`src/wpm_pkg.sv`:
```
// wpm_pkg: shared constants and types for the wildcard pattern matcher.
// Used by the match cells, the carry unit, the top level and the checker.
// No dependencies.
package wpm_pkg;

    // Default pattern store depth
    localparam int MAX_PATTERN_DEF = 64;

    // Wildcard bytes in a pattern
    localparam logic [7:0] STAR_BYTE = 8'h2A;
    localparam logic [7:0] ANY_BYTE  = 8'h3F;

    // Input word operation codes
    typedef enum logic [1:0] {
        OP_PATTERN = 2'd0,
        OP_TEXT    = 2'd1,
        OP_FINISH  = 2'd2
    } wpm_op_t;

    // Per-word control handed to every cell
    typedef struct packed {
        logic load;       // pattern word accepted
        logic text;       // text word accepted
        logic finish;     // finish word accepted
        logic append_ok;  // pattern word fits in the store
    } wpm_ctrl_t;

endpackage

```
`src/wpm_cell.sv`:
```
// wpm_cell: one pattern position; holds its pattern byte and its match bit.
// Takes the match bit of its left neighbor and the star chain carry.
// Depends on wpm_pkg.
module wpm_cell
    import wpm_pkg::*;
#(
    parameter int IDX   = 1,
    parameter int LEN_W = 7
)
(
    input  logic             clk,
    input  logic             rst_n,
    input  wpm_ctrl_t        ctrl,
    input  logic [7:0]       ch,
    input  logic [LEN_W-1:0] len,
    input  logic [LEN_W-1:0] wr_idx,
    input  logic [LEN_W-1:0] start_lsc,
    input  logic             prev_m,
    input  logic             cin,
    output logic             m,
    output logic             gen,
    output logic             prop
);

    localparam logic [LEN_W-1:0] POS = LEN_W'(IDX);

    logic [7:0] pat_reg;
    logic       m_reg;
    logic       m_next;
    logic       active;
    logic       is_star;
    logic       hit;

    // Cell takes part in the match only when it holds a pattern byte
    assign active  = (len >= POS);
    assign is_star = (pat_reg == STAR_BYTE);
    assign hit     = (pat_reg == ch) || (pat_reg == ANY_BYTE) || is_star;

    // Star cells pass the chain on; cells past the pattern end pass it untouched
    assign gen  = active & ((hit & prev_m) | (is_star & m_reg));
    assign prop = ~active | is_star;
    assign m    = m_reg;

    // Store the pattern byte when this position is next in line
    always_ff @(posedge clk)
    begin
        if (ctrl.load && ctrl.append_ok && (wr_idx == POS - LEN_W'(1)))
        begin
            pat_reg <= ch;
        end
    end

    // Load start row or advance on a text word
    always_comb
    begin
        m_next = m_reg;
        if (ctrl.load || ctrl.finish)
        begin
            m_next = (POS <= start_lsc);
        end
        else if (ctrl.text)
        begin
            m_next = active & (gen | (prop & cin));
        end
    end

    always_ff @(posedge clk or negedge rst_n)
    begin
        if (!rst_n)
        begin
            m_reg <= 1'b0;
        end
        else
        begin
            m_reg <= m_next;
        end
    end

endmodule

```
`src/wpm_carry.sv`:
```
// wpm_carry: resolves the star chain across the cell row with one wide add.
// Carry into each cell is recovered from the sum; carry out is the end bit.
// Depends on wpm_pkg.
module wpm_carry
    import wpm_pkg::*;
#(
    parameter int WIDTH = MAX_PATTERN_DEF
)
(
    input  logic [WIDTH-1:0] gen,
    input  logic [WIDTH-1:0] prop,
    output logic [WIDTH-1:0] cin,
    output logic             cout
);

    logic [WIDTH-1:0] a;
    logic [WIDTH-1:0] b;
    logic [WIDTH:0]   sum;

    // Carry at each bit is gen | prop & carry below, as in an adder
    assign a    = gen | prop;
    assign b    = gen;
    assign sum  = {1'b0, a} + {1'b0, b};
    assign cin  = sum[WIDTH-1:0] ^ a ^ b;
    assign cout = sum[WIDTH];

endmodule

```
`src/wildcard_pattern_matcher_unit.sv`:
```
// wildcard_pattern_matcher_unit: top level of the wildcard pattern matcher.
// Instantiates the row of wpm_cell and the wpm_carry unit; uses wpm_pkg.
//
// Usage:
//   Input channel (in_valid / in_stall) carries op, ch and start_req.
//   op OP_PATTERN appends ch to the stored pattern (start_req clears it first);
//   op OP_TEXT feeds one text byte; op OP_FINISH reports and rearms for a new
//   text. Unused op code 3 is dropped with no effect.
//   Output channel (out_valid / out_stall) carries matched and
//   pattern_overflow, one word per finish.
// Timing:
//   One word per cycle is sustained unless in_stall holds a finish word. The
//   row of MAX_PATTERN cells updates in parallel, the star chain across them
//   resolves through a single MAX_PATTERN-bit add each cycle.
//   A result is registered and shows on out_valid the cycle after the finish
//   word is taken.
// Reset:
//   Clears pattern length, overflow flag and the match row; the pattern bytes
//   themselves are not cleared and are never read before being written.
// Stall:
//   While a result waits under out_stall, pattern and text words still enter;
//   a further finish word is held off with in_stall until the result is taken.
module wildcard_pattern_matcher_unit
    import wpm_pkg::*;
#(
    parameter int MAX_PATTERN = MAX_PATTERN_DEF
)
(
    input  logic       clk,
    input  logic       rst_n,
    input  logic       in_valid,
    output logic       in_stall,
    input  logic [1:0] op,
    input  logic [7:0] ch,
    input  logic       start_req,
    output logic       out_valid,
    input  logic       out_stall,
    output logic       matched,
    output logic       pattern_overflow
);

    localparam int LEN_W = $clog2(MAX_PATTERN + 1);
    localparam logic [LEN_W-1:0] FULL_LEN = LEN_W'(MAX_PATTERN);

    logic [LEN_W-1:0] len_reg;
    logic [LEN_W-1:0] len_next;
    logic [LEN_W-1:0] lsc_reg;
    logic [LEN_W-1:0] lsc_next;
    logic             only_reg;
    logic             only_next;
    logic             ovf_reg;
    logic             ovf_next;
    logic             row0_reg;
    logic             row0_next;
    logic             end_reg;
    logic             end_next;
    logic             out_valid_reg;
    logic             out_valid_next;
    logic             matched_reg;
    logic             matched_next;
    logic             pov_reg;
    logic             pov_next;

    logic             accept;
    wpm_ctrl_t        ctrl;
    logic [LEN_W-1:0] len_base;
    logic [LEN_W-1:0] lsc_base;
    logic             only_base;
    logic             ovf_base;
    logic [LEN_W-1:0] start_lsc;

    logic [MAX_PATTERN-1:0] m_row;
    logic [MAX_PATTERN-1:0] prev_row;
    logic [MAX_PATTERN-1:0] gen_row;
    logic [MAX_PATTERN-1:0] prop_row;
    logic [MAX_PATTERN-1:0] cin_row;
    logic                   chain_out;

    // Hold off a finish word only while the previous result is stalled
    assign in_stall = out_valid_reg & out_stall & (op == OP_FINISH);
    assign accept   = in_valid & ~in_stall;

    // Decode the accepted word
    assign ctrl.load   = accept & (op == OP_PATTERN);
    assign ctrl.text   = accept & (op == OP_TEXT);
    assign ctrl.finish = accept & (op == OP_FINISH);

    // Start request empties the pattern before the append
    assign len_base       = (start_req) ? '0 : len_reg;
    assign lsc_base       = (start_req) ? '0 : lsc_reg;
    assign only_base      = start_req | only_reg;
    assign ovf_base       = ~start_req & ovf_reg;
    assign ctrl.append_ok = (len_base != FULL_LEN);

    // Pattern bookkeeping and end-of-row bit
    always_comb
    begin
        len_next  = len_reg;
        lsc_next  = lsc_reg;
        only_next = only_reg;
        ovf_next  = ovf_reg;
        row0_next = row0_reg;
        end_next  = end_reg;
        if (ctrl.load)
        begin
            len_next  = len_base;
            lsc_next  = lsc_base;
            only_next = only_base;
            ovf_next  = ovf_base;
            if (ctrl.append_ok)
            begin
                len_next = len_base + LEN_W'(1);
                if (only_base && (ch == STAR_BYTE))
                begin
                    lsc_next = lsc_base + LEN_W'(1);
                end
                else
                begin
                    only_next = 1'b0;
                end
            end
            else
            begin
                ovf_next = 1'b1;
            end
            row0_next = 1'b1;
            end_next  = only_next;
        end
        else if (ctrl.text)
        begin
            row0_next = 1'b0;
            end_next  = chain_out;
        end
        else if (ctrl.finish)
        begin
            row0_next = 1'b1;
            end_next  = only_reg;
        end
    end

    // Start row threshold for the cells
    assign start_lsc = (ctrl.load) ? lsc_next : lsc_reg;

    // Output register: load on finish, drop once taken
    always_comb
    begin
        out_valid_next = out_valid_reg;
        matched_next   = matched_reg;
        pov_next       = pov_reg;
        if (ctrl.finish)
        begin
            out_valid_next = 1'b1;
            matched_next   = end_reg;
            pov_next       = ovf_reg;
        end
        else if (out_valid_reg && !out_stall)
        begin
            out_valid_next = 1'b0;
        end
    end

    always_ff @(posedge clk or negedge rst_n)
    begin
        if (!rst_n)
        begin
            len_reg       <= '0;
            lsc_reg       <= '0;
            only_reg      <= 1'b1;
            ovf_reg       <= 1'b0;
            row0_reg      <= 1'b1;
            end_reg       <= 1'b1;
            out_valid_reg <= 1'b0;
        end
        else
        begin
            len_reg       <= len_next;
            lsc_reg       <= lsc_next;
            only_reg      <= only_next;
            ovf_reg       <= ovf_next;
            row0_reg      <= row0_next;
            end_reg       <= end_next;
            out_valid_reg <= out_valid_next;
        end
    end

    always_ff @(posedge clk)
    begin
        matched_reg <= matched_next;
        pov_reg     <= pov_next;
    end

    assign out_valid        = out_valid_reg;
    assign matched          = matched_reg;
    assign pattern_overflow = pov_reg;

    // Row of cells, each fed by its left neighbor
    assign prev_row = {m_row[MAX_PATTERN-2:0], row0_reg};

    for (genvar g = 0; g < MAX_PATTERN; g++)
    begin : g_cell
        wpm_cell #(
            .IDX   (g + 1),
            .LEN_W (LEN_W)
        ) u_cell (
            .clk       (clk),
            .rst_n     (rst_n),
            .ctrl      (ctrl),
            .ch        (ch),
            .len       (len_reg),
            .wr_idx    (len_base),
            .start_lsc (start_lsc),
            .prev_m    (prev_row[g]),
            .cin       (cin_row[g]),
            .m         (m_row[g]),
            .gen       (gen_row[g]),
            .prop      (prop_row[g])
        );
    end

    // Star chain across the row
    wpm_carry #(
        .WIDTH (MAX_PATTERN)
    ) u_carry (
        .gen  (gen_row),
        .prop (prop_row),
        .cin  (cin_row),
        .cout (chain_out)
    );

endmodule

```
`config.mk`:
```
export PLATFORM = sky130hd
export DESIGN_NAME = wildcard_pattern_matcher_unit
export DESIGN_NICKNAME = d
export VERILOG_FILES = /design/src/wpm_pkg.sv /design/src/wpm_cell.sv /design/src/wpm_carry.sv /design/src/wildcard_pattern_matcher_unit.sv
export SDC_FILE = /design/constraint.sdc
export NUM_CORES = 1
export LEC_CHECK = 0
export ABC_AREA = 1
export BUFFER_PORTS_ARGS = -buffer_cell sky130_fd_sc_hd__buf_2
export CAP_MARGIN = 15
export CORE_ASPECT_RATIO = 1.5
export CORE_MARGIN = 2
export CORE_UTILIZATION = 45
export DETAILED_ROUTE_END_ITERATION = 6
export GPL_TIMING_DRIVEN = 1
export PLACE_DENSITY_LB_ADDON = 0.3
export SETUP_SLACK_MARGIN = 0.3
export SLEW_MARGIN = 30
export SYNTH_ARGS = -nofsm -noshare
export SYNTH_HDL_FRONTEND = slang
export SYNTH_SLANG_ARGS = --single-unit
```
`constraint.sdc`:
```
create_clock -name clk -period 2.7 [get_ports clk]
set_input_delay 0.54 -clock clk [delete_from_list [all_inputs] [get_ports clk]]
set_output_delay 0.54 -clock clk [all_outputs]
set_load 0.005 [all_outputs]
```
==> flow_summary_export.csv <==
group,metric,value,unit
clocking,htree_num_levels,2,
sta,fin_setup_tns,-5.29,ns
layout,n_antenna_cell,0,
critical_path,crit_path_cell_trace,"buf_6 > buf_6 > nor3_4 > nand3_4 > nand2_4 > inv_4 > nand2_8 > buf_4 > xor2_4 > buf_4 > nand2_1 > nor3_2 > nand4_1 > nand3_2 > inv_2 > a21oi_2",
critical_path,start_kind,"register",
sta,finalSetupViolations,59,
sta,period_share,108,%
global_route,antenna_found_initial,0,
sta,clock-skew-final,0.0205,ns
sta,timing.final.ws_setup,-0.206,ns
synth,syn_nets,4774,
critical_path,rr_startpoint,"len_reg[4]",
floorplan,core_area,0.0826,mm^2
layout,multi_input_area,0.0208,mm^2
sta,finalHoldViolCount,0,
synth,synthesis.area,0.0376,mm^2
status,status,"finished with violations",
synth,synth.distinct_cells,71,
critical_path,critPathMaxFanout,4,
critical_path,crit_type,"reg -> reg",
drt,finalWirelength,145,mm
power_and_ir_drop,power_density,503,mW/mm^2
synth,synth_seq_area_share,46.6,%
synth,synth_compound_area_share,6.93,%
synth,muxShareOfSynthArea,0,%
critical_path,required,3.30,ns
critical_path,crit_start,"len_reg[4]",
sta,worstMarginPinSlew,0.660,ns
critical_path,cp_slowest_cell,"dfrtp_2",
place,dp.final_hpwl,110,mm
synth,synthTopCellsByArea,"edfxtp_1, nand2_1, nor2_1",
drt,drc,0,
drt,dr_total_vias,37300,
synth,synth_edf_count,514,
synth,synth_top_cell_by_area,"edfxtp_1",
clocking,cts_tree,"done",
global_route,grt_pass1_wl,209,mm
global_route,gr-total-overflow,0,
synth,synth-simple-area-share,29.5,%
synth,yosys_register_bits,597,
layout,fin_util,64.7,%
synth,synthAdderAreaFrac,0.166,%
status,violations,"setup timing",
layout,drive_gt1_share,34.8,%
drt,dr.pass1.iters,6,
critical_path,cp-end-kind,"register",
sta,relSlewSlack,56.0,%
clocking,clkTransAtPathRegs,0.07,ns
place,port_buffers,18,
layout,largest_register_ffs,512,
place,routabilityCongestion,1.06,
synth,synth-xor-area-share,9.08,%
critical_path,worst_path_dominant_cell_family,"simple AND/OR/NAND/NOR gates",
critical_path,critical_path.max_stage_delay,0.48,ns
worst_hold_path,holdCritStartpoint,"ch[1]",
power_and_ir_drop,leakage,24.4,nW
layout,nFillCells,6714,
synth,async_flop_share,13.9,%
power_and_ir_drop,ir_worst_vdd,0.000470,V
drt,drtAntennaViolNets,0,
place,dpl_cell_area,0.0461,mm^2
critical_path,crit_arrival,3.50,ns
floorplan,fp.dieH,358,um
layout,syn_to_final_growth,42.2,%
sta,clock.fmax,0.344,GHz
layout,final_area,0.0534,mm^2
clocking,cts.path.max_buffers,3,
synth,synth_top_area_share,41.1,%
synth,synth_top_family_by_area,"simple AND/OR/NAND/NOR gates",
layout,stdcell_count,6945,
sta,rsz0062_at_grt,"true",
sta,final_max_slew_viol_count,0,
run,maxCapViolCount,0,
floorplan,io_pins,19,
clocking,cts_buffers,59,
sta,period_minus_slack,2.91,ns
critical_path,crit_buf_inv,6,
place,dp.cells,6682,
layout,nNetsFinal,5801,
layout,seqCellArea,0.0175,mm^2
layout,layout_common_cells,"nand2_1, buf_4, edfxtp_1",
synth,syn_inst,4754,
floorplan,fp.dieW,240,um
synth,synth-main-ff-cell,"edfxtp_1",
global_route,grt_max_degree,52,
floorplan,initial_utilization,45.5,%
global_route,grt_pass1_vias,36300,
clocking,cts_root_buf,"clkbuf_16",
clocking,cts_sinks,597,
floorplan,die-area,0.0859,mm^2
layout,final_common_cell,"nand2_1",
synth,yosysWarningCount,0,
drt,via_per_inst,5.37,
drt,drt_iter0_markers,2958,
synth,synth.avg_cell_area,7.90,um^2
drt,wl_per_cell,20.9,um
floorplan,rows,129,
worst_hold_path,hold_path_class,"in -> reg",
global_route,grt_usage,32.5,%
power_and_ir_drop,power.total,26.9,mW
clocking,clock_latency,0.67,ns
## final timing paths
path,to,slack (ns),depth (start not counted)
max,g_cell[19].u_cell.m,-0.21,16
min,g_cell[42].u_cell.pat_reg[1],0.12,1
max reg2reg,g_cell[19].u_cell.m,-0.21,16
min reg2reg,g_cell[63].u_cell.m,0.53,2
max in group asynchronous,len_reg[2],1.56,3
min in group asynchronous,g_cell[23].u_cell.m,0.37,2
## cells in the mapped netlist, drive strengths merged, types with 2 or more instances
cell        n
nand3     215
nand2    1455
a21boi      2
buf        75
o21bai      9
ha          5
a211oi      4
o22ai       5
nand3b     13
nor3b       4
nand4     100
nor2      602
a31oi      34
clkbuf     26
a22oi       7
o21ai     156
o2111ai     2
o21a        7
xnor2     152
nor3      143
and3        3
a21oi     202
xor2      231
or2        38
and2        5
inv       599
o31ai      11
edfxtp    514
nor4       29
o211ai      9
dfrtp      80
clkinv      2
dfstp       3
## worst register-to-register path, delay by kind of cell, from the launching register on
kind	cells	cell delay, ns
flip-flops	1	0.48
XOR/XNOR	1	0.17
buffers and inverters	6	0.68
AO/OA/AOI/OAI	1	0.10
AND/OR/NAND/NOR	8	1.41
## power by group
| part | switching (mW) | internal [mW] |
|---|---|---|
| registers | 0.171 | 10.1 |
| clock network | 3.86 | 4.77 |
| logic | 4.68 | 3.29 |
| total | 8.71 | 18.2 |
## through the flow
stage               setup slack (ns)  hold WS [ns]
global route                  -0.256         0.110
floorplan                     0.0472         0.244
global placement              -0.712         0.495
finish                        -0.206         0.122
detailed placement            -0.687         0.508
CTS                          -0.0818        0.0918
## cells by family after synthesis
logic type      after synthesis
fa+ha+maj                     5
simple gates               2610
buf+inv                     702
compound gates              457
flops                       597
xor+xnor                    383
## final cells by class
cell class                      instances  area share [%]
Multi-Input combinational cell       3455            38.9
Sequential cell                       597            32.8
Timing Repair Buffer                 1067            17.7
Inverter                              601            4.41
Clock buffer                           71            2.89
Tap cell                             1113            2.61
Clock inverter                         41           0.794
## routing by layer
metal,up-vias,GRT usage (%),part of all wire (%)
met1,17800,38.3,38
met4,0,22.5,8.5
met2,1483,55.0,47
met3,502,4.15,6.4
met5,-,0,0
li1,17500,-,-
## timing repair
item / 4_1_cts / 5_1_grt
hold endpoints to repair: 18 / 0
cloned: 0 / 1
buffers inserted: 59 / 90
setup endpoints to repair: 441 / 562
hold buffers: 1 / 0
resized for setup: 497 / 609
pin swaps: 105 / 174
Power figures use the tool's default switching activity.
